<file path="src/rtl/core/gdad_pkg.sv">
// Shared types, constants and calendar helpers for the Gregorian date shifter.
// Used by gregorian_date_add_days; no dependencies of its own.
`default_nettype none

package gdad_pkg;

    // width of the signed day offset
    localparam int GDAD_DELTA_BITS = 16;

    localparam int YEAR_W  = 14;
    localparam int MONTH_W = 4;
    localparam int DAY_W   = 5;
    localparam int WDAY_W  = 3;
    localparam int MLEN_W  = 5;

    localparam int YEAR_MAX = 9999;

    // result status codes
    typedef enum logic [1:0] {
        ST_OK        = 2'd0,
        ST_BAD_MONTH = 2'd1,
        ST_BAD_YEAR  = 2'd2
    } t_status;

    typedef struct packed {
        logic [YEAR_W-1:0]                 start_year;
        logic [MONTH_W-1:0]                start_month;
        logic [DAY_W-1:0]                  start_day;
        logic [WDAY_W-1:0]                 start_weekday;
        logic signed [GDAD_DELTA_BITS-1:0] day_delta;
    } t_in;

    typedef struct packed {
        logic [YEAR_W-1:0]  end_year;
        logic [MONTH_W-1:0] end_month;
        logic [DAY_W-1:0]   end_day;
        logic [WDAY_W-1:0]  end_weekday;
        t_status            status;
    } t_out;

    // days in a month; month assumed 1..12
    function automatic logic [MLEN_W-1:0] month_len(input logic [MONTH_W-1:0] m,
                                                    input logic leap);
        logic [MLEN_W-1:0] len;
        case (m)
            4'd2:    len = leap ? 5'd29 : 5'd28;
            4'd4,
            4'd6,
            4'd9,
            4'd11:   len = 5'd30;
            default: len = 5'd31;
        endcase
        return len;
    endfunction

    // leap from the year taken modulo 400
    function automatic logic leap_of(input logic [8:0] y400);
        return (y400[1:0] == 2'd0) && (y400 != 9'd100) && (y400 != 9'd200)
               && (y400 != 9'd300);
    endfunction

endpackage

`default_nettype wire

</file>
<file path="src/rtl/core/gregorian_date_add_days.sv">
// Gregorian date shift by a signed day count, walked one month per cycle.
// An accepted item passes through residue setup (S_FOLD: octal digit sum of the offset and
// year quotient; S_RESID: offset mod 7, year mod 400), the month walk (S_WALK, until it
// sees the walk end) and the load of the output register (S_DONE). Zero offset or bad month
// skip straight to the load. One item in flight: no new item is taken until the output is
// loaded (the walk crosses about 1100 months for a full 16-bit offset), longer while stalled.
// Reset (synchronous, active low) empties the sequencer and the output register.
`default_nettype none

module gregorian_date_add_days (
    input  wire                 i_clk,
    input  wire                 i_rst_n,
    input  wire                 i_in_valid,
    output logic                o_in_stall,
    input  wire gdad_pkg::t_in  i_in_data,
    output logic                o_out_valid,
    input  wire                 i_out_stall,
    output gdad_pkg::t_out      o_out_data
);
    import gdad_pkg::*;

    localparam int DB         = GDAD_DELTA_BITS;
    localparam int DW         = DB + 2;
    localparam int YW         = YEAR_W + 1;
    // octal digits of the offset; 8 = 1 mod 7, so their sum keeps the residue
    localparam int DIG_N      = (DB + 2) / 3;
    localparam int XE_W       = 3 * DIG_N;
    localparam int OSUM_W     = 7;
    // floor(y / 400) as (y * Y400_RECIP) >> Y400_SHIFT, exact for any 14-bit year
    localparam int YEAR_CYCLE = 400;
    localparam int Y400_RECIP = 5243;
    localparam int Y400_SHIFT = 21;
    localparam int YQ_W       = 6;
    localparam int YPROD_W    = YEAR_W + 13;
    // 2**DB mod 7, for the sign correction of the offset residue
    localparam int P2M7      = ((DB % 3) == 0) ? 1 : (((DB % 3) == 1) ? 2 : 4);
    localparam logic [3:0] SIGN_ADJ = 4'(7 - P2M7);

    typedef enum logic [4:0] {
        S_IDLE  = 5'b00001,
        S_FOLD  = 5'b00010,
        S_RESID = 5'b00100,
        S_WALK  = 5'b01000,
        S_DONE  = 5'b10000
    } t_state;

    t_state                r_state, n_state;
    t_in                   r_in, n_in;
    t_status               r_status, n_status;
    logic                  r_neg, n_neg;
    logic [OSUM_W-1:0]     r_osum, n_osum;
    logic [YQ_W-1:0]       r_yq, n_yq;
    logic [2:0]            r_drem, n_drem;
    logic [8:0]            r_y400, n_y400;
    logic signed [YW-1:0]  r_year, n_year;
    logic [MONTH_W-1:0]    r_month, n_month;
    logic signed [DW-1:0]  r_day, n_day;
    logic                  r_out_valid, n_out_valid;
    t_out                  r_out, n_out;

    // walk datapath
    logic [MONTH_W-1:0]    w_month_step;
    logic signed [YW-1:0]  w_year_step;
    logic [8:0]            w_y400_step;
    logic [MONTH_W-1:0]    w_len_month;
    logic [8:0]            w_len_y400;
    logic [MLEN_W-1:0]     w_len;
    logic signed [DW-1:0]  w_len_s;
    logic signed [DW-1:0]  w_day_sum;
    logic                  w_go;
    // residue datapath
    logic [OSUM_W-1:0]     w_osum;
    logic [YPROD_W-1:0]    w_yprod;
    logic [3:0]            w_osum2, w_osum3;
    logic [2:0]            w_dmod;
    logic [YEAR_W-1:0]     w_yq400, w_ymod;
    // result
    logic [2:0]            w_wd0;
    logic [3:0]            w_radj, w_wsum;
    logic [2:0]            w_rmod, w_wd;
    logic                  w_year_bad;
    logic                  w_load;

    function automatic logic [OSUM_W-1:0] octal_sum(input logic [DB-1:0] x);
        logic [XE_W-1:0]   xe;
        logic [OSUM_W-1:0] s;
        xe = XE_W'(x);
        s  = '0;
        for (int k = 0; k < DIG_N; k++) begin
            s = s + OSUM_W'(xe[3*k +: 3]);
        end
        return s;
    endfunction

    always_comb begin
        // step month and year in the walk direction
        if (r_neg) begin
            if (r_month == 4'd1) begin
                w_month_step = 4'd12;
                w_year_step  = r_year - YW'(1);
                w_y400_step  = (r_y400 == 9'd0) ? 9'd399 : r_y400 - 9'd1;
            end else begin
                w_month_step = r_month - 4'd1;
                w_year_step  = r_year;
                w_y400_step  = r_y400;
            end
        end else begin
            if (r_month == 4'd12) begin
                w_month_step = 4'd1;
                w_year_step  = r_year + YW'(1);
                w_y400_step  = (r_y400 == 9'd399) ? 9'd0 : r_y400 + 9'd1;
            end else begin
                w_month_step = r_month + 4'd1;
                w_year_step  = r_year;
                w_y400_step  = r_y400;
            end
        end
        // backward adds the length of the month entered, forward drops the current one
        w_len_month = r_neg ? w_month_step : r_month;
        w_len_y400  = r_neg ? w_y400_step : r_y400;
        w_len       = month_len(w_len_month, leap_of(w_len_y400));
        w_len_s     = $signed({{(DW-MLEN_W){1'b0}}, w_len});
        w_day_sum   = r_neg ? (r_day + w_len_s) : (r_day - w_len_s);
        if (r_neg) begin
            w_go = (r_year >= $signed(YW'(0))) && (r_day <= $signed(DW'(0)));
        end else begin
            w_go = (r_year <= $signed(YW'(YEAR_MAX))) && (r_day > w_len_s);
        end
    end

    // S_FOLD: digit sum and year quotient; S_RESID: fold to the residues
    always_comb begin
        w_osum  = octal_sum($unsigned(r_in.day_delta));
        w_yprod = YPROD_W'(r_in.start_year) * YPROD_W'(Y400_RECIP);
        w_osum2 = {1'b0, r_osum[2:0]} + {1'b0, r_osum[5:3]} + {3'b0, r_osum[6]};
        w_osum3 = {1'b0, w_osum2[2:0]} + {3'b0, w_osum2[3]};
        w_dmod  = (w_osum3 >= 4'd7) ? 3'(w_osum3 - 4'd7) : w_osum3[2:0];
        w_yq400 = YEAR_W'(r_yq) * YEAR_W'(YEAR_CYCLE);
        w_ymod  = r_in.start_year - w_yq400;
    end

    always_comb begin
        w_wd0  = (r_in.start_weekday == 3'd7) ? 3'd0 : r_in.start_weekday;
        w_radj = r_neg ? ({1'b0, r_drem} + SIGN_ADJ) : {1'b0, r_drem};
        w_rmod = (w_radj >= 4'd7) ? 3'(w_radj - 4'd7) : w_radj[2:0];
        w_wsum = {1'b0, w_wd0} + {1'b0, w_rmod};
        w_wd   = (w_wsum >= 4'd7) ? 3'(w_wsum - 4'd7) : w_wsum[2:0];
        w_year_bad = (r_year < $signed(YW'(0))) || (r_year > $signed(YW'(YEAR_MAX)));
    end

    assign w_load = !r_out_valid || !i_out_stall;

    always_comb begin
        n_state     = r_state;
        n_in        = r_in;
        n_status    = r_status;
        n_neg       = r_neg;
        n_osum      = r_osum;
        n_yq        = r_yq;
        n_drem      = r_drem;
        n_y400      = r_y400;
        n_year      = r_year;
        n_month     = r_month;
        n_day       = r_day;
        n_out       = r_out;
        n_out_valid = r_out_valid && i_out_stall;

        case (r_state)
            S_IDLE: begin
                if (i_in_valid) begin
                    n_in    = i_in_data;
                    n_neg   = i_in_data.day_delta[DB-1];
                    n_year  = $signed({1'b0, i_in_data.start_year});
                    n_month = i_in_data.start_month;
                    n_day   = $signed({{(DW-DAY_W){1'b0}}, i_in_data.start_day})
                              + $signed({{2{i_in_data.day_delta[DB-1]}},
                                         i_in_data.day_delta});
                    if (i_in_data.day_delta == '0) begin
                        n_status = ST_OK;
                        n_state  = S_DONE;
                    end else if (i_in_data.start_month < 4'd1 ||
                                 i_in_data.start_month > 4'd12) begin
                        n_status = ST_BAD_MONTH;
                        n_state  = S_DONE;
                    end else begin
                        n_status = ST_OK;
                        n_state  = S_FOLD;
                    end
                end
            end
            S_FOLD: begin
                n_osum  = w_osum;
                n_yq    = w_yprod[Y400_SHIFT +: YQ_W];
                n_state = S_RESID;
            end
            S_RESID: begin
                n_drem  = w_dmod;
                n_y400  = w_ymod[8:0];
                n_state = S_WALK;
            end
            S_WALK: begin
                if (w_go) begin
                    n_month = w_month_step;
                    n_year  = w_year_step;
                    n_y400  = w_y400_step;
                    // year fell below zero: stop without adding a length
                    if (!r_neg || w_year_step >= $signed(YW'(0))) begin
                        n_day = w_day_sum;
                    end
                end else begin
                    n_state = S_DONE;
                end
            end
            S_DONE: begin
                if (w_load) begin
                    n_out_valid = 1'b1;
                    if (r_status == ST_OK && !w_year_bad && r_in.day_delta != '0) begin
                        n_out.end_year    = r_year[YEAR_W-1:0];
                        n_out.end_month   = r_month;
                        n_out.end_day     = r_day[DAY_W-1:0];
                        n_out.end_weekday = w_wd;
                        n_out.status      = ST_OK;
                    end else begin
                        // echo the input date on zero offset or any error
                        n_out.end_year    = r_in.start_year;
                        n_out.end_month   = r_in.start_month;
                        n_out.end_day     = r_in.start_day;
                        n_out.end_weekday = r_in.start_weekday;
                        if (r_status == ST_OK && r_in.day_delta != '0) begin
                            n_out.status = ST_BAD_YEAR;
                        end else begin
                            n_out.status = r_status;
                        end
                    end
                    n_state = S_IDLE;
                end
            end
            default: begin
                n_state = S_IDLE;
            end
        endcase
    end

    always_ff @(posedge i_clk) begin
        if (!i_rst_n) begin
            r_state     <= S_IDLE;
            r_out_valid <= 1'b0;
        end else begin
            r_state     <= n_state;
            r_out_valid <= n_out_valid;
        end
    end

    always_ff @(posedge i_clk) begin
        r_in     <= n_in;
        r_status <= n_status;
        r_neg    <= n_neg;
        r_osum   <= n_osum;
        r_yq     <= n_yq;
        r_drem   <= n_drem;
        r_y400   <= n_y400;
        r_year   <= n_year;
        r_month  <= n_month;
        r_day    <= n_day;
        r_out    <= n_out;
    end

    assign o_in_stall  = (r_state != S_IDLE);
    assign o_out_valid = r_out_valid;
    assign o_out_data  = r_out;

endmodule

`default_nettype wire
</file>
<file path="config.mk">
export PLATFORM = sky130hd
export DESIGN_NAME = gregorian_date_add_days
export DESIGN_NICKNAME = d
export VERILOG_FILES = /design/src/rtl/core/gdad_pkg.sv /design/src/rtl/core/gregorian_date_add_days.sv
export SDC_FILE = /design/constraint.sdc
export NUM_CORES = 1
export LEC_CHECK = 0
export BUFFER_PORTS_ARGS = -buffer_cell sky130_fd_sc_hd__clkbuf_2
export CAP_MARGIN = 20
export CORE_AREA = 4 4 177 179
export CTS_CLUSTER_SIZE = 10
export DETAILED_ROUTE_END_ITERATION = 12
export DIE_AREA = 0 0 181 183
export PLACE_DENSITY = 0.57
export SLEW_MARGIN = 0
export SYNTH_ARGS = -nofsm -noshare
export SYNTH_HDL_FRONTEND = slang
export SYNTH_SLANG_ARGS = --single-unit
</file>
<file path="constraint.sdc">
create_clock -name i_clk -period 5.2 [get_ports i_clk]
set_input_delay 0.52 -clock i_clk [delete_from_list [all_inputs] [get_ports i_clk]]
set_output_delay 0.52 -clock i_clk [all_outputs]
set_load 0.05 [all_outputs]
</file>
### After elaboration in Yosys (flattened, before gate mapping)

Cells that the tools add are included.

| word-level totals | value |
|---|---|
| memories | 0 |
| bits in registers | 141 |
| bits in latches | 0 |
| input bits | 46 |
| output and inout bits | 30 |
| ROM bits | 0 |
| RAM bits | 0 |

| operators by class | value |
|---|---|
| mux-type cells | 45 |
| multipliers | 2 |
| divide/modulo/power cells | 0 |
| $add $sub $neg | 23 |
| reductions and logical operators | 32 |
| magnitude comparators | 12 |
| equality and inequality tests | 23 |
| shift operators | 0 |
| bitwise gates (word level) | 0 |

Operator list:

| operator | count |
|---|---|
| $mux W15 | 5 |
| $mux W18 | 4 |
| $mux W9 | 7 |
| $pmux W18 S2 | 1 |
| $ge A15 B1 Y1 const B | 2 |
| $pmux W15 S2 | 1 |
| $mux W28 | 1 |
| $mux W4 | 7 |
| $mul A14 B13 Y27 const B | 1 |
| $mux W5 | 5 |
| $pmux W5 S5 | 1 |
| $add A18 B6 Y18 | 1 |
| $gt A18 B6 Y1 | 1 |
| $le A18 B1 Y1 const B | 1 |
| $pmux W9 S2 | 1 |
| $sub A18 B6 Y18 | 1 |
| $add A6 B16 Y17 | 1 |
| $logic_not A16 Y1 | 1 |
| $reduce_bool A16 Y1 | 1 |
| $add A15 B2 Y15 const B | 1 |
| $gt A15 B15 Y1 const B | 1 |
| $le A15 B15 Y1 const B | 1 |
| $lt A15 B1 Y1 const B | 1 |
| $sub A15 B2 Y15 const B | 1 |
| other kinds (50) | 89 |

### Logic depth before layout (Yosys ltp)

| logic depth | value |
|---|---|
| word-level depth | 16 |
| gate-level depth with buffers | 20 |

### Worst setup path before layout

OpenSTA, ideal clock, no wires.

| timing | value |
|---|---|
| path type | reg2reg |
| start point | reg, netlist name r_in[15] |
| end point | reg r_day[0] (enable) |
| setup time | 0.399 ns |
| path buffers | 2 |
| cell stages (with the launch flop) | 19 |
| period minus slack after synthesis | 5.325 ns |
| required time | 4.801 ns |
| slack | -0.125 ns |
| arrival time | 4.926 ns |
| path through | edfxtp_1 > buf_2 > buf_2 > clkinv_1 > ha_1 > nor4b_4 > o311ai_1 > or4b_1 > o21ba_1 > ha_1 > inv_1 > fa_1 > nand4_1 > a21oi_1 > nor4_1 > nor3_1 > a221oi_2 > a211o_1 > a21oi_1 |

RTL lines:

| what | RTL line | text |
|---|---|---|
| to (signal assigned) | gregorian_date_add_days.sv:264 | `r_day <= n_day;` |
| to (decl) | gregorian_date_add_days.sv:57 | `logic signed [DW-1:0] r_day, n_day;` |

### Final worst setup path

| timing | value |
|---|---|
| start point | reg r_in[35] (netlist name) |
| end point | reg r_yq[2] (data pin) |

| on the way | value |
|---|---|
| cells in the longest elaborated chain, start to end | 1 |

RTL lines:

| what | RTL line | text |
|---|---|---|
| from (decl) | gregorian_date_add_days.sv:48 | `t_in r_in, n_in;` |
| from (signal assigned) | gregorian_date_add_days.sv:255 | `r_in <= n_in;` |
| $mul A14 B13 Y27 | gregorian_date_add_days.sv:134 | `w_yprod = YPROD_W'(r_in.start_year) * YPROD_W'(Y400_RECIP);` |
| via w_yprod[23] | gregorian_date_add_days.sv:73 | `logic [YPROD_W-1:0] w_yprod;` |
| to (signal assigned) | gregorian_date_add_days.sv:259 | `r_yq <= n_yq;` |
| to (decl) | gregorian_date_add_days.sv:52 | `logic [YQ_W-1:0] r_yq, n_yq;` |

The timed path passes the listed nets, and every way through them passes these cells.
A chain may end at the register's enable or synchronous reset.

==> flow_summary.json <==
{
  "cts.hold.buffers_added": 0,
  "layoutNonFillerInstCount": 1685,
  "regArea_um2": 4050,
  "wl_per_cell_um": 17.8,
  "clk_pin_slew_ns": 0.07,
  "clock-sinks": 137,
  "synth.distinct_cells": 74,
  "antenna_cells": 0,
  "syn-cell-area_um2": 12100,
  "dieArea_um2": 33100,
  "path_class": "reg -> reg",
  "hp-class": "in -> reg",
  "synth_nets": 1472,
  "rsz0062_at_grt": "no",
  "power_density_nw_per_um2": 438,
  "vias": 9045,
  "dp_hpwl_mm": 23.6,
  "async_flop_share_pct": 0,
  "yosysWarningCount": 0,
  "root_buffer": "clkbuf_16",
  "max_freq_ghz": 0.207,
  "firstDrtPassIters": 5,
  "post_cts_buffers": 0,
  "cp-end-kind": "flop",
  "start_util_pct": 40.9,
  "yosys_most_used_dff": "edfxtp_1",
  "die_h_um": 183,
  "layout_common_cells": "162 x inv_1, 136 x ha_1, 131 x edfxtp_1",
  "fill_cells": 2829,
  "syn_inst": 1213,
  "critPathMaxFanout": 7,
  "grt_max_degree": 45,
  "tns_ns": 0,
  "fin_crit_sh_pct": 93.1,
  "htreeDepth": 4,
  "required_ns": 5.39,
  "syn_to_final_growth_pct": 12.0,
  "ir_drop_v": 0.000385,
  "row_count": 63,
  "core_um2": 29600,
  "min_period_ns": 4.84,
  "start_kind": "flop",
  "multi_input_area_um2": 7260,
  "drt-initial-drc-count": 570,
  "arrival_ns": 5.03,
  "grt_use_total_pct": 18.2,
  "clock_latency_ns": 0.44,
  "max-slew-margin-rel_pct": 40.5,
  "place.gp.congestion": 0.902,
  "drive_gt1_share_pct": 12.3,
  "cts_buffers": 17,
  "final_common_cell": "inv_1",
  "port_buffers": 75,
  "tightest_slew_ns": 0.885,
  "wl_mm": 30.0,
  "cts_resized": 0,
  "drc": 0,
  "fp.dieW_um": 181,
  "leakage_nw": 5.75,
  "status": "completed",
  "seq_area_frac_synth_pct": 33.5,
  "slew_violations": 0,
  "synth_edf_count": 131,
  "placed_cells": 1654,
  "cts_buffer_depth": 2,
  "avgSynthCellArea_um2": 9.97,
  "ioPinCount": 76,
  "setup_violations": 0,
  "final_nets": 1542,
  "hold_viol_final": 0,
  "fin_worst_skew_ns": 0.0109,
  "overflow": 0,
  "grt_pass1_vias": 8971,
  "cts_tree": "built",
  "postRouteAntennaNets": 0,
  "drv_cap": 0,
  "ys_seq_elements": 137,
  "antenna_found_initial": 0,
  "drt-vias-per-instance": 5.37,
  "grt_first_pass_wirelength_mm": 48.3
}
[cell usage after synthesis (9+ instances only)]
cell type	number	share of area, %
a21o_1	21	1.3
a21oi_1	54	2.2
a31oi_1	10	0.52
buf_2	10	0.41
clkbuf_1	32	0.99
edfxtp_1	131	33
fa_1	77	13
ha_1	136	14
inv_1	162	5.0
mux2_2	13	1.2
nand2_1	100	3.1
nand3_1	26	1.1
nand4_1	15	0.78
nor2_1	53	1.6
nor3_1	23	0.95
nor4_1	24	1.2
o21ai_0	86	3.6
o221ai_1	9	0.65
xnor2_1	40	2.9
xor2_1	28	2.0
[worst max-delay path, stage by stage (launching register included)]
cell and delay (ns):
edfxtp_1 0.56, ha_1 0.39, ha_1 0.30, inv_1 0.07, fa_1 0.53, inv_1 0.05, fa_1 0.47, ha_1 0.31
ha_1 0.34, a21oi_1 0.22, or3b_2 0.49, a211oi_1 0.24, o31ai_1 0.13, o221ai_1 0.25, o21ba_2 0.18, xnor2_1 0.06
[layer usage]
metal	wire (um)	up-vias	track usage, %
met2	13500	197	27.9
li1	-	4437	-
met3	1380	26	3.05
met1	14600	4385	27.1
met4	424	0	4.77
met5	0	-	0
[final timing paths]
check             cells past startpoint  slack, ns            end           from
setup / recovery                     15       0.36        r_yq[2]       r_in[35]
hold / removal                        1       0.27       r_in[17]  i_in_data[17]
setup reg to reg                     15       0.36        r_yq[2]       r_in[35]
hold reg to reg                       0       0.49  o_out_data[0]    r_status[0]
[power by group]
group | internal [mW] | leakage, nW | switching (mW)
Combinational | 1.40 | 4.21 | 1.85
Clock | 0.657 | 0.264 | 0.503
Sequential | 1.38 | 1.28 | 0.136
Total | 3.44 | 5.75 | 2.49
[state kept, by name (all words and copies together), names as in the netlist, named ones only]
signal and cells:
r_state 5, r_month 4, r_year 5, o_out_valid 1, r_y400 9, r_drem 3
r_in 42, r_osum 6, r_status 1, r_day 18, o_out_data 28, r_yq 5
[final cells by class]
class	count	share of cell area [%]
multi-input cells	864	53.6
flip-flops and latches	137	29.9
inverters	164	4.54
repair buffers	99	4.25
well taps	390	3.60
clock buffers	17	3.14
clock inverters	14	0.924
[logic make-up (layout without fill, tap and decap cells)]
| family | Yosys count | in the layout | synth area share (%) |
|---|---|---|---|
| buffers and inverters | 212 | 294 | 6.77 |
| adders and majority gates | 213 | 213 | 26.8 |
| DFF | 137 | 137 | 33.5 |
| AOI/OAI and AO/OA | 264 | 264 | 13.9 |
| and+or+nand+nor | 302 | 302 | 12.5 |
| muxes | 17 | 17 | 1.54 |
| xor gates and xnor gates | 68 | 68 | 4.92 |
[stage by stage]
stage	setup WS (ns)	cell area [um^2]	util [%]	hold slack, ns	power (mW)
final	0.358	13500	45.8	0.267	5.93
after global routing	0.0443	13500	45.8	0.257	6.50
after CTS	0.375	13500	45.8	0.248	5.96
after detailed placement	0.392	13000	44.0	0.481	4.78
after global placement	0.388	13000	43.9	0.488	4.74
after floorplan	0.220	12100	-	0.501	3.95
Power figures use the tool's default switching activity.
